<file path="src/hw/rtl/hsfd_pkg.sv">
package hsfd_pkg;

	// field widths
	localparam int unsigned BYTE_W  = 8;
	localparam int unsigned WORD_W  = 16;
	localparam int unsigned GAIN_W  = 15;
	localparam int unsigned PROD_W  = WORD_W + GAIN_W;
	localparam int unsigned QUOT_W  = 15;
	localparam int unsigned TEMP_W  = 18;
	localparam int unsigned HUM_W   = 15;

	// crc-8, poly 0x31, init 0xff, msb first, no final xor
	localparam logic [BYTE_W-1:0] CRC_POLY = 8'h31;
	localparam logic [BYTE_W-1:0] CRC_INIT = 8'hFF;

	// scale factors (full scale over 65535)
	localparam logic [GAIN_W-1:0] TEMP_GAIN = 15'd17500;
	localparam logic [GAIN_W-1:0] HUM_GAIN  = 15'd12500;

	localparam logic signed [TEMP_W-1:0] TEMP_OFFSET = 18'sd4500;
	localparam logic [QUOT_W-1:0]        HUM_OFFSET  = 15'd600;
	localparam logic [HUM_W-1:0]         HUM_MAX     = 15'd10000;
	localparam logic [QUOT_W-1:0]        HUM_TOP     = 15'd10600;

	// sentinels for a failed frame
	localparam logic [WORD_W-1:0]        RAW_INVALID  = 16'hFFFF;
	localparam logic signed [TEMP_W-1:0] TEMP_INVALID = -18'sd99999;
	localparam logic [HUM_W-1:0]         HUM_INVALID  = 15'd20000;

	typedef enum logic [1:0] {
		ERR_NONE     = 2'd0,
		ERR_BUS      = 2'd1,
		ERR_TEMP_CRC = 2'd2,
		ERR_HUM_CRC  = 2'd3
	} err_code_t;

	// what one lane hands to the merge stage
	typedef struct packed {
		logic              crc_ok;
		logic [WORD_W-1:0] raw;
		logic [QUOT_W-1:0] quot;
	} lane_res_t;

	function automatic logic [BYTE_W-1:0] crc8_byte(
		input logic [BYTE_W-1:0] crc,
		input logic [BYTE_W-1:0] data
	);
		logic [BYTE_W-1:0] c;
		c = crc ^ data;
		for (int i = 0; i < BYTE_W; i++) begin
			if (c[BYTE_W-1]) begin
				c = {c[BYTE_W-2:0], 1'b0} ^ CRC_POLY;
			end else begin
				c = {c[BYTE_W-2:0], 1'b0};
			end
		end
		return c;
	endfunction

endpackage

</file>
<file path="src/hw/rtl/hsfd_lane.sv">
module hsfd_lane (
	input  logic                          clk,
	input  logic                          en_s1,
	input  logic                          en_s2,
	input  logic [hsfd_pkg::BYTE_W-1:0]   high_byte,
	input  logic [hsfd_pkg::BYTE_W-1:0]   low_byte,
	input  logic [hsfd_pkg::BYTE_W-1:0]   check_byte,
	input  logic [hsfd_pkg::GAIN_W-1:0]   gain,
	output hsfd_pkg::lane_res_t           res
);
	import hsfd_pkg::*;

	logic [WORD_W-1:0] raw_w;
	logic [WORD_W-1:0] raw_s1;
	logic [BYTE_W-1:0] chk_s1;
	logic [BYTE_W-1:0] crc_hi_s1;
	logic [PROD_W-1:0] prod_s1;
	logic [PROD_W:0]   div_sum;
	logic              crc_ok;
	lane_res_t         res_s2;

	assign raw_w = {high_byte, low_byte};

	// stage 1: crc over the high byte, gain multiply
	always_ff @(posedge clk) begin
		if (en_s1) begin
			raw_s1    <= raw_w;
			chk_s1    <= check_byte;
			crc_hi_s1 <= crc8_byte(CRC_INIT, high_byte);
			prod_s1   <= PROD_W'({{GAIN_W{1'b0}}, raw_w} * {{WORD_W{1'b0}}, gain});
		end
	end

	// floor(x / 65535) = (x + (x >> 16) + 1) >> 16 for quotients below 2^16
	assign div_sum = {1'b0, prod_s1}
		+ (PROD_W+1)'(prod_s1[PROD_W-1:WORD_W])
		+ (PROD_W+1)'(1);
	assign crc_ok  = (crc8_byte(crc_hi_s1, raw_s1[BYTE_W-1:0]) == chk_s1);

	// stage 2: finish crc, divide
	always_ff @(posedge clk) begin
		if (en_s2) begin
			res_s2.crc_ok <= crc_ok;
			res_s2.raw    <= raw_s1;
			res_s2.quot   <= div_sum[WORD_W+QUOT_W-1:WORD_W];
		end
	end

	assign res = res_s2;

endmodule

</file>
<file path="src/hw/rtl/hsfd_merge.sv">
module hsfd_merge (
	input  logic                               clk,
	input  logic                               en,
	input  logic                               read_ok,
	input  hsfd_pkg::lane_res_t                temp_res,
	input  hsfd_pkg::lane_res_t                hum_res,
	output logic                               valid_res,
	output hsfd_pkg::err_code_t                error_code,
	output logic [hsfd_pkg::WORD_W-1:0]        temp_raw,
	output logic [hsfd_pkg::WORD_W-1:0]        hum_raw,
	output logic signed [hsfd_pkg::TEMP_W-1:0] temp_centi,
	output logic [hsfd_pkg::HUM_W-1:0]         hum_centi
);
	import hsfd_pkg::*;

	err_code_t                  err_d;
	logic signed [TEMP_W-1:0]   tc_d;
	logic [HUM_W-1:0]           hc_d;

	logic                       valid_q;
	err_code_t                  err_q;
	logic [WORD_W-1:0]          traw_q;
	logic [WORD_W-1:0]          hraw_q;
	logic signed [TEMP_W-1:0]   tc_q;
	logic [HUM_W-1:0]           hc_q;

	// bus failure wins, then temperature crc, then humidity crc
	always_comb begin
		if (!read_ok) begin
			err_d = ERR_BUS;
		end else if (!temp_res.crc_ok) begin
			err_d = ERR_TEMP_CRC;
		end else if (!hum_res.crc_ok) begin
			err_d = ERR_HUM_CRC;
		end else begin
			err_d = ERR_NONE;
		end
	end

	assign tc_d = $signed({{(TEMP_W-QUOT_W){1'b0}}, temp_res.quot}) - TEMP_OFFSET;

	always_comb begin
		if (hum_res.quot < HUM_OFFSET) begin
			hc_d = '0;
		end else if (hum_res.quot > HUM_TOP) begin
			hc_d = HUM_MAX;
		end else begin
			hc_d = hum_res.quot - HUM_OFFSET;
		end
	end

	always_ff @(posedge clk) begin
		if (en) begin
			err_q <= err_d;
			if (err_d == ERR_NONE) begin
				valid_q <= 1'b1;
				traw_q  <= temp_res.raw;
				hraw_q  <= hum_res.raw;
				tc_q    <= tc_d;
				hc_q    <= hc_d;
			end else begin
				valid_q <= 1'b0;
				traw_q  <= RAW_INVALID;
				hraw_q  <= RAW_INVALID;
				tc_q    <= TEMP_INVALID;
				hc_q    <= HUM_INVALID;
			end
		end
	end

	assign valid_res  = valid_q;
	assign error_code = err_q;
	assign temp_raw   = traw_q;
	assign hum_raw    = hraw_q;
	assign temp_centi = tc_q;
	assign hum_centi  = hc_q;

endmodule

</file>
<file path="src/hw/rtl/humidity_sensor_frame_decode.sv">
// Decodes one six-byte measurement frame per item: temperature word and its
// crc-8, humidity word and its crc-8, plus a bus status flag. Two identical
// lanes check and scale the temperature and humidity words side by side;
// each lane runs the crc over its two bytes (poly 0x31, init 0xff) and
// divides gain*raw by 65535 with an add-and-shift trick instead of a divider.
// A merge stage picks the error code (bus failure first, then temperature
// crc, then humidity crc), applies the offsets and the humidity clamp, and
// holds the result in the output register. On any failure the raw words
// read 65535, temp_centi reads -99999 and hum_centi reads 20000.
// Throughput is one item per cycle while the output is not stalled; each
// item passes three register stages on the way to out_valid (lane
// stage 1: crc high byte and multiply, lane stage 2: crc low byte and divide,
// merge register). Each stage has its own valid bit, so
// a bubble anywhere lets a new item in even while a result sits stalled at
// the output. There is no kept state between items.
module humidity_sensor_frame_decode (
	input  logic                               clk,
	input  logic                               arst_n,

	input  logic                               in_valid,
	output logic                               in_stall,
	input  logic                               read_ok,
	input  logic [hsfd_pkg::BYTE_W-1:0]        temp_high_byte,
	input  logic [hsfd_pkg::BYTE_W-1:0]        temp_low_byte,
	input  logic [hsfd_pkg::BYTE_W-1:0]        temp_check_byte,
	input  logic [hsfd_pkg::BYTE_W-1:0]        hum_high_byte,
	input  logic [hsfd_pkg::BYTE_W-1:0]        hum_low_byte,
	input  logic [hsfd_pkg::BYTE_W-1:0]        hum_check_byte,

	output logic                               out_valid,
	input  logic                               out_stall,
	output logic                               valid_res,
	output logic [1:0]                         error_code,
	output logic [hsfd_pkg::WORD_W-1:0]        temp_raw,
	output logic [hsfd_pkg::WORD_W-1:0]        hum_raw,
	output logic signed [hsfd_pkg::TEMP_W-1:0] temp_centi,
	output logic [hsfd_pkg::HUM_W-1:0]         hum_centi
);
	import hsfd_pkg::*;

	// per-stage occupancy
	logic      vld_s1;
	logic      vld_s2;
	logic      out_vld_q;
	logic      ok_s1;
	logic      ok_s2;

	// a stage may load when it is empty or its item moves on this cycle
	logic      rdy_out;
	logic      rdy_s2;
	logic      rdy_s1;

	lane_res_t temp_res;
	lane_res_t hum_res;
	err_code_t err_w;

	assign rdy_out  = !out_vld_q || !out_stall;
	assign rdy_s2   = !vld_s2 || rdy_out;
	assign rdy_s1   = !vld_s1 || rdy_s2;
	assign in_stall = !rdy_s1;

	always_ff @(posedge clk or negedge arst_n) begin
		if (!arst_n) begin
			vld_s1    <= 1'b0;
			vld_s2    <= 1'b0;
			out_vld_q <= 1'b0;
		end else begin
			if (rdy_s1) begin
				vld_s1 <= in_valid;
			end
			if (rdy_s2) begin
				vld_s2 <= vld_s1;
			end
			if (rdy_out) begin
				out_vld_q <= vld_s2;
			end
		end
	end

	// bus status rides alongside the lanes
	always_ff @(posedge clk) begin
		if (rdy_s1) begin
			ok_s1 <= read_ok;
		end
		if (rdy_s2) begin
			ok_s2 <= ok_s1;
		end
	end

	// temperature lane
	hsfd_lane u_temp_lane (
		.clk        (clk),
		.en_s1      (rdy_s1),
		.en_s2      (rdy_s2),
		.high_byte  (temp_high_byte),
		.low_byte   (temp_low_byte),
		.check_byte (temp_check_byte),
		.gain       (TEMP_GAIN),
		.res        (temp_res)
	);

	// humidity lane
	hsfd_lane u_hum_lane (
		.clk        (clk),
		.en_s1      (rdy_s1),
		.en_s2      (rdy_s2),
		.high_byte  (hum_high_byte),
		.low_byte   (hum_low_byte),
		.check_byte (hum_check_byte),
		.gain       (HUM_GAIN),
		.res        (hum_res)
	);

	// error priority, offsets, clamp, output register
	hsfd_merge u_merge (
		.clk        (clk),
		.en         (rdy_out),
		.read_ok    (ok_s2),
		.temp_res   (temp_res),
		.hum_res    (hum_res),
		.valid_res  (valid_res),
		.error_code (err_w),
		.temp_raw   (temp_raw),
		.hum_raw    (hum_raw),
		.temp_centi (temp_centi),
		.hum_centi  (hum_centi)
	);

	assign error_code = err_w;
	assign out_valid  = out_vld_q;

endmodule

</file>
<file path="config.mk">
export PLATFORM = sky130hd
export DESIGN_NAME = humidity_sensor_frame_decode
export DESIGN_NICKNAME = d
export VERILOG_FILES = /design/src/hw/rtl/hsfd_pkg.sv /design/src/hw/rtl/hsfd_lane.sv /design/src/hw/rtl/hsfd_merge.sv /design/src/hw/rtl/humidity_sensor_frame_decode.sv
export SDC_FILE = /design/constraint.sdc
export NUM_CORES = 1
export LEC_CHECK = 0
export CELL_PAD_IN_SITES_DETAIL_PLACEMENT = 1
export CELL_PAD_IN_SITES_GLOBAL_PLACEMENT = 1
export CORE_ASPECT_RATIO = 1.25
export CORE_UTILIZATION = 57
export CTS_BUF_LIST = sky130_fd_sc_hd__clkbuf_4 sky130_fd_sc_hd__clkbuf_8 sky130_fd_sc_hd__clkbuf_16
export CTS_CLUSTER_DIAMETER = 150
export CTS_CLUSTER_SIZE = 30
export DETAILED_ROUTE_END_ITERATION = 8
export DONT_BUFFER_PORTS = 1
export PLACE_DENSITY_LB_ADDON = 0.12
export SYNTH_ARGS = -nofsm -noshare
export SYNTH_HDL_FRONTEND = slang
export SYNTH_HIERARCHICAL = 1
export SYNTH_SLANG_ARGS = --single-unit
</file>
<file path="constraint.sdc">
create_clock -name clk -period 12.8 [get_ports clk]
set_input_delay 1.92 -clock clk [delete_from_list [all_inputs] [get_ports clk]]
set_output_delay 1.92 -clock clk [all_outputs]
set_load 0.05 [all_outputs]
</file>
==> parameters.txt, run 1 <==
Parameter                              Value

Outcome
  Status    complete, no violations

Logic synthesis
  Library cell with the highest instance count after synthesis    sky130_fd_sc_hd__inv_1
  Main flop type after synthesis    sky130_fd_sc_hd__edfxtp_1
  Yosys top cell area share    29.1%
  Mean Syn Cell Area    10.7 um^2
  Number of storage elements in the synthesis netlist    262
  Leading cell types by total area after synthesis    sky130_fd_sc_hd__edfxtp_1 29%, sky130_fd_sc_hd__fa_1 27%, sky130_fd_sc_hd__ha_1 10%
  Gate count after technology mapping    2509
  Post-synth EDFFs    259
  Cell type contributing the most total cell area after synthesis    sky130_fd_sc_hd__edfxtp_1
  Commonest cells post-synth    443 x sky130_fd_sc_hd__inv_1, 360 x sky130_fd_sc_hd__fa_1, 301 x sky130_fd_sc_hd__and2_1, 259 x sky130_fd_sc_hd__edfxtp_1, 243 x sky130_fd_sc_hd__nand2_1
  Fraction of registers with async set or reset after synthesis    1.15%
  Mapped cell area    26800 um^2
  Total number of yosys warnings    6
  Sequential cell area fraction in the yosys report    29.3%
  Synth cell types    80

Placed design
  Number of I/O port buffers    0
  Post-detail-place hpwl    55100 um
  Placer congestion estimate    0.911

GRT
  Total global routing overflow    0
  Pin count of the biggest net entering global routing    88
  Antenna violations before repair    2
  Global-route wire length before repair    108000 um
  Via count of the first global-routing pass    20900
  Combined global-route utilization of all metal layers    29.5%

Clocking
  Count of buffers added by post-CTS timing repair for setup    0
  CTS hold repair buffers    0
  Clock root buffer master    sky130_fd_sc_hd__clkbuf_16
  Longest Clk Path Bufs    3
  Cts repair resizes    0
  Clk Latency, worst-skew pair    0.51 ns
  Number of levels in the clock H-tree    1
  Number of sinks handled by clock tree synthesis    262
  CTS tree    done
  Clock buffer count from CTS    12
  Clock-pin transition on the worst setup and hold timing paths    0.11 ns

Floorplanning
  Die Area    47800 um^2
  Boundary Pins    123
  Height of the chip    244 um
  Area of the core region    46200 um^2
  Effective utilization at floorplan    57.9%
  Site Rows    88
  Die width    196 um

Timing
  Setup repair after global routing missed its margin    no
  Clock period minus final worst setup slack    7.23 ns
  Worst slew margin relative to its limit    24.8%
  TNS Setup    0 ns
  Number of failing hold endpoints at the final stage    0
  Worst-case hold slack    0.431 ns
  FMAX    138 MHz
  Setup Viol. Count Final    0
  Worst Skew    0.0201 ns
  Final clock period utilization by the worst path    56.5%
  Measured slew at the worst slew-check pin    1.13 ns
  Max-slew violation count    0

Worst setup path
  Critical path startpoint category    primary input
  Worst path arrival time    7.49 ns
  CP Class    primary input to register
  CP Data Required Time    13.05 ns
  Maximum fanout along the worst path    16
  Critical path endpoint category    register

Drt
  Post-route ant nets    0
  Detailed-route via count    17700
  Drt initial violations    673
  Detailed-route wire length    68100 um
  DRC violations left    0
  Post-detailed-route wirelength per cell    21.0 um
  Number of vias per cell after detailed routing    5.46
  Pre-antenna DRT Iters    5

Min path
  Hold crit path type    register to register

Run
  Max-capacitance violation count    0

Final layout
  Net count, final    3291
  Area overhead of the layout relative to synthesis    6.07%
  Fraction of final layout cells sized beyond drive strength 1    2.18%
[state kept, by name, indices dropped and copies added (netlist names), 2 cells and up]
register,cells
u_merge/hum_centi,15
u_hum_lane/crc_hi_s1,8
u_temp_lane/chk_s1,8
u_temp_lane/crc_hi_s1,8
u_merge/error_code,2
u_hum_lane/raw_s1,16
u_merge/temp_centi,17
u_temp_lane/prod_s1,31
u_hum_lane/chk_s1,8
u_temp_lane/raw_s1,16
u_hum_lane/res,32
u_hum_lane/prod_s1,31
u_temp_lane/res,32
u_merge/temp_raw,16
u_merge/hum_raw,16
[per-layer routing]
metal	up-vias	track usage [%]	part of all wire [%]
li1	8017	-	-
met1	9192	29.1	34
met2	356	60.8	58
met3	175	2.47	2.4
met4	2	13.8	5.0
met5	-	0	0.019
[path summary, 6_finish.rpt]
check | startpoint | endpoint | slack (ns) | cells past startpoint
max in group asynchronous | arst_n | vld_s2 | 11.63 | 0
worst max register to register | u_temp_lane/raw_s1[7] | u_temp_lane/res[31] | 9.84 | 6
min in group asynchronous | arst_n | out_valid | 1.11 | 0
worst min register to register | u_temp_lane/raw_s1[15] | u_temp_lane/res[30] | 0.43 | 0
worst min-delay path | u_temp_lane/raw_s1[15] | u_temp_lane/res[30] | 0.43 | 0
worst max-delay path | temp_low_byte[7] | u_temp_lane/prod_s1[29] | 5.57 | 21
[critical path, cell delays in order]
cell and delay [ns]:
sky130_fd_sc_hd__and2_1 0.16, sky130_fd_sc_hd__fa_1 0.54, sky130_fd_sc_hd__inv_1 0.06, sky130_fd_sc_hd__fa_1 0.49
sky130_fd_sc_hd__inv_1 0.07, sky130_fd_sc_hd__fa_1 0.51, sky130_fd_sc_hd__inv_1 0.06, sky130_fd_sc_hd__fa_1 0.52
sky130_fd_sc_hd__inv_1 0.06, sky130_fd_sc_hd__fa_1 0.48, sky130_fd_sc_hd__inv_1 0.05, sky130_fd_sc_hd__fa_1 0.48
sky130_fd_sc_hd__inv_1 0.04, sky130_fd_sc_hd__ha_1 0.39, sky130_fd_sc_hd__nand4_1 0.12, sky130_fd_sc_hd__o22ai_1 0.24
sky130_fd_sc_hd__o211ai_1 0.13, sky130_fd_sc_hd__and4_1 0.27, sky130_fd_sc_hd__nor3b_1 0.44, sky130_fd_sc_hd__o221ai_1 0.26
sky130_fd_sc_hd__xnor2_1 0.18
[through the flow]
step | utilization (%) | setup slack (ns) | instances | cell area, um^2
after floorplan | - | 5.42 | 2717 | 27500
after global placement | 60.6 | 5.20 | 3228 | 28000
after detailed placement | 60.6 | 5.10 | 3228 | 28000
after CTS | 61.4 | 5.60 | 3246 | 28400
after global routing | 61.4 | 5.36 | 3247 | 28400
final | 61.4 | 5.57 | 3247 | 28400
[cells in the final DEF (no fill, tap or decap), types with 41 or more instances in the layout]
cell | netlist | layout
sky130_fd_sc_hd__inv_1 | 443 | 443
sky130_fd_sc_hd__fa_1 | 360 | 360
sky130_fd_sc_hd__and2_1 | 301 | 301
sky130_fd_sc_hd__edfxtp_1 | 259 | 259
sky130_fd_sc_hd__nand2_1 | 243 | 242
sky130_fd_sc_hd__ha_1 | 221 | 221
sky130_fd_sc_hd__conb_1 | 2 | 210
sky130_fd_sc_hd__xnor2_1 | 119 | 119
sky130_fd_sc_hd__nor2_1 | 63 | 63
sky130_fd_sc_hd__a21oi_1 | 58 | 58
sky130_fd_sc_hd__nand2b_1 | 42 | 42
sky130_fd_sc_hd__xor2_1 | 41 | 41
[cell type report]
cell class	instances	area (um^2)
Antenna cell	1	2.50
Clock buffer	17	355
Clock inverter	1	8.76
Fill cell	5056	17900
Inverter	443	1660
Multi-Input combinational cell	1934	17700
Sequential cell	262	7850
Tap cell	585	732
Timing Repair Buffer	4	30.0
[kinds of logic (layout without fill, tap and decap cells)]
kind of cell    after synthesis  count (layout)  share of synthesized area (%)
buf+inv                     521             465                           7.34
mux                           2               2                         0.0748
other cells                   2             211                         0.0281
compound gates              215             215                           5.59
simple gates                766             766                           15.1
xor+xnor                    160             160                           5.24
fa+ha+maj                   581             581                           37.3
flops                       262             262                           29.3
Power of run 1 is left out: the tool's default activity adds up to more than one toggle a clock period on the data nets, which glitch-free logic cannot reach.
==> run 2, diff against run 1 <==
- ABC_AREA: not set -> 1
- CORE_UTILIZATION: 57 -> 46
- clock period: 12.8 -> 6.28 ns (I/O delays scaled with it)
==> run 2 against run 1 <==
Area after synthesis up 11%; design area up 8.6%; critical endpoint is now u_hum_lane/prod_s1[26]; critical path depth down 4; count of clock-buffer cells in the layout down 1.
==> parameters.txt, run 2 <==
Parameter                              Value

Timing
  Setup Viol. Count Final    0 (unchanged)
  Final clock period utilization by the worst path    88.9%
  FMAX    179 MHz
  Clock period minus final worst setup slack    5.58 ns
  Measured slew at the worst slew-check pin    1.01 ns (was 1.13 ns)
  Worst Skew    0.0203 ns (was 0.0201 ns)
  Number of failing hold endpoints at the final stage    0 (unchanged)
  Setup repair after global routing missed its margin    no (unchanged)
  TNS Setup    0 ns (unchanged)
  Worst slew margin relative to its limit    32.5% (was 24.8%)
  Max-slew violation count    0 (unchanged)

GRT
  Total global routing overflow    0 (unchanged)
  Most Used Layer, Global Route    met2 (unchanged)
  Pin count of the biggest net entering global routing    71 (was 88)
  Met3 capacity usage during global routing    1.59% (was 2.47%)
  Antenna violations before repair    0 (was 2)
  Met1 Usage GRT    28.6% (was 29.1%)
  Met2 routing resource usage after global routing    50.1% (was 60.8%)
  Via count of the first global-routing pass    25000 (was 20900)
  Global-route wire length before repair    131000 um (was 108000 um)
  Combined global-route utilization of all metal layers    25.2% (was 29.5%)

Worst setup path
  Worst reg-to-reg path cell count    3 (was 6)
  Maximum fanout along the worst path    16 (unchanged)
  R2r startpoint    out_valid (was u_temp_lane/raw_s1[7])
  Critical R2R Capture    u_temp_lane/raw_s1[15] (was u_temp_lane/res[31])
  Worst path arrival time    5.86 ns (was 7.49 ns)
  CP Class    primary input to register (unchanged)
  CP Data Required Time    6.55 ns (was 13.05 ns)
  Critical path startpoint category    primary input (unchanged)
  Minimum setup slack among reg-to-reg paths    3.40 ns (was 9.84 ns)
  Critical path endpoint category    register (unchanged)

Min path
  Hold crit path type    primary input to asynchronous set/reset pin (was register to register)

Outcome
  Status    complete, no violations (unchanged)

Clocking
  Longest Clk Path Bufs    3 (unchanged)
  Clock root buffer master    sky130_fd_sc_hd__clkbuf_16 (unchanged)
  Cts repair resizes    0 (unchanged)
  Number of levels in the clock H-tree    1 (unchanged)
  Number of sinks handled by clock tree synthesis    262 (unchanged)
  CTS tree    done (unchanged)
  Count of buffers added by post-CTS timing repair for setup    0 (unchanged)
  Clock buffer count from CTS    13 (was 12)
  CTS hold repair buffers    0 (unchanged)
  Clock-pin transition on the worst setup and hold timing paths    0.11 ns (about the same)
  Clk Latency, worst-skew pair    0.52 ns (was 0.51 ns)

Logic synthesis
  Yosys top cell area share    26.2% (was 29.1%)
  Area share of xor/xnor cells in the synthesized design    3.66% (was 5.24%)
  Fraction of synthesized area in multiplexers    0% (was 0.0748%)
  Post-synthesis compound-gate area fraction    4.22% (was 5.59%)
  Mean Syn Cell Area    8.34 um^2 (was 10.7 um^2)
  Fraction of registers with async set or reset after synthesis    1.15% (unchanged)
  Sequential cell area fraction in the yosys report    26.4% (was 29.3%)
  Library cell with the highest instance count after synthesis    sky130_fd_sc_hd__nand2_1 (was sky130_fd_sc_hd__inv_1)
  Total number of yosys warnings    6 (unchanged)
  Cell type contributing the most total cell area after synthesis    sky130_fd_sc_hd__edfxtp_1 (unchanged)
  Gate count after technology mapping    3560 (was 2509)
  Number of storage elements in the synthesis netlist    262 (unchanged)
  Post-synth EDFFs    259 (unchanged)
  Mapped cell area    29700 um^2 (was 26800 um^2)
  Commonest cells post-synth    961 x sky130_fd_sc_hd__nand2_1, 900 x sky130_fd_sc_hd__inv_1, 360 x sky130_fd_sc_hd__fa_1, 259 x sky130_fd_sc_hd__edfxtp_1, 221 x sky130_fd_sc_hd__ha_1 (was 443 x sky130_fd_sc_hd__inv_1, 360 x sky130_fd_sc_hd__fa_1, 301 x sky130_fd_sc_hd__and2_1, 259 x sky130_fd_sc_hd__edfxtp_1, 243 x sky130_fd_sc_hd__nand2_1)
  Dominant combinational cell family by area after synthesis    adder cells (unchanged)
  Leading cell types by total area after synthesis    sky130_fd_sc_hd__edfxtp_1 26%, sky130_fd_sc_hd__fa_1 24%, sky130_fd_sc_hd__nand2_1 12% (was sky130_fd_sc_hd__edfxtp_1 29%, sky130_fd_sc_hd__fa_1 27%, sky130_fd_sc_hd__ha_1 10%)
  Synth cell types    57 (was 80)
  Simple-gate area share of the yosys netlist    19.0% (was 15.1%)
  Main flop type after synthesis    sky130_fd_sc_hd__edfxtp_1 (unchanged)
  Adder-cell share of the synthesized area    33.6% (was 37.3%)

Drt
  DRC violations left    0 (unchanged)
  Detailed-route via count    22000 (was 17700)
  Number of vias per cell after detailed routing    5.08 (was 5.46)
  Post-detailed-route wirelength per cell    18.7 um (was 21.0 um)
  Post-route ant nets    0 (unchanged)
  Drt initial violations    663 (was 673)
  Detailed-route wire length    81200 um (was 68100 um)
  Pre-antenna DRT Iters    5 (unchanged)

Floorplanning
  Site Rows    103 (was 88)
  Effective utilization at floorplan    46.8% (was 57.9%)
  Boundary Pins    123 (unchanged)
  Height of the chip    286 um (was 244 um)
  Area of the core region    63500 um^2 (was 46200 um^2)
  Die Area    65600 um^2 (was 47800 um^2)
  Die width    229 um (was 196 um)

Final layout
  Most frequent cells in the layout    960 x sky130_fd_sc_hd__nand2_1, 900 x sky130_fd_sc_hd__inv_1, 360 x sky130_fd_sc_hd__fa_1 (was 443 x sky130_fd_sc_hd__inv_1, 360 x sky130_fd_sc_hd__fa_1, 301 x sky130_fd_sc_hd__and2_1)
  Area overhead of the layout relative to synthesis    3.77% (was 6.07%)
  Most frequent standard cell in the layout excluding fill and tap cells    sky130_fd_sc_hd__nand2_1 (was sky130_fd_sc_hd__inv_1)
  Fraction of final layout cells sized beyond drive strength 1    2.60% (was 2.18%)
  Net count, final    4124 (was 3291)
  Antenna cells    0 (was 1)

Placed design
  Placer congestion estimate    0.915 (was 0.911)
  Number of I/O port buffers    0 (unchanged)
  Post-detail-place hpwl    67300 um (was 55100 um)

Run
  Max-capacitance violation count    0 (unchanged)
==> run 2: worst max-delay path, cell delays in order <==
cell and delay [ns]:
sky130_fd_sc_hd__nand2_1 0.05, sky130_fd_sc_hd__inv_1 0.05, sky130_fd_sc_hd__fa_1 0.48, sky130_fd_sc_hd__fa_1 0.54, sky130_fd_sc_hd__fa_1 0.53, sky130_fd_sc_hd__fa_1 0.52
sky130_fd_sc_hd__fa_1 0.56, sky130_fd_sc_hd__inv_1 0.06, sky130_fd_sc_hd__fa_1 0.53, sky130_fd_sc_hd__inv_1 0.04, sky130_fd_sc_hd__ha_1 0.39, sky130_fd_sc_hd__a21oi_1 0.20
sky130_fd_sc_hd__a21boi_0 0.39, sky130_fd_sc_hd__o21ai_0 0.22, sky130_fd_sc_hd__nand2_1 0.10, sky130_fd_sc_hd__nand3_1 0.08, sky130_fd_sc_hd__xor2_1 0.16
==> run 2: cell type report <==
cell class	count	area, um^2
clock inverters	4	42.5
inverters	909	3410
clock buffers	16	348
well taps	840	1050
flip-flops and latches	262	7850
multi-input cells	2300	18100
fillers	7629	32700
repair buffers	4	30.0
==> run 2: cells by family after synthesis <==
logic type	count (synthesis)
AND/OR/NAND/NOR	1355
buffers and inverters	1026
adder cells (fa/ha/maj)	581
flip-flops	262
AO/OA/AOI/OAI	222
XOR/XNOR	112
other	2
==> run 2: per-stage QoR <==
stage / instance area, um^2 / setup slack [ns] / util [%] / std cells / hold WS, ns
after detailed placement: 30400 / 0.158 / 47.9 / 4315 / 0.406
after floorplan: 29800 / 0.230 / - / 3588 / 0.400
final: 30800 / 0.697 / 48.5 / 4335 / 0.101
after global routing: 30800 / 0.542 / 48.5 / 4335 / 0.0701
after global placement: 30400 / 0.173 / 47.9 / 4315 / 0.402
after CTS: 30800 / 0.733 / 48.5 / 4335 / 0.0658
==> run 2: how the worst max path moves through the flow <==
stage	slack, ns	from	cells after the start	endpoint
floorplan	0.23	hum_high_byte[1]	20	u_hum_lane/prod_s1[26]
global placement	0.17	hum_low_byte[4]	17	u_hum_lane/prod_s1[26]
detailed placement	0.16	hum_low_byte[4]	17	u_hum_lane/prod_s1[26]
CTS	0.73	temp_high_byte[2]	20	u_temp_lane/prod_s1[30]
global route	0.54	hum_low_byte[4]	18	u_hum_lane/prod_s1[30]
finish	0.70	hum_low_byte[4]	17	u_hum_lane/prod_s1[26]
==> run 2: layer usage <==
layer	part of all wire [%]	routed length (um)
met5	0	0
met4	2.8	2290
met3	1.8	1430
met2	56	45500
met1	39	32100
Power of run 2 is left out for the same reason.
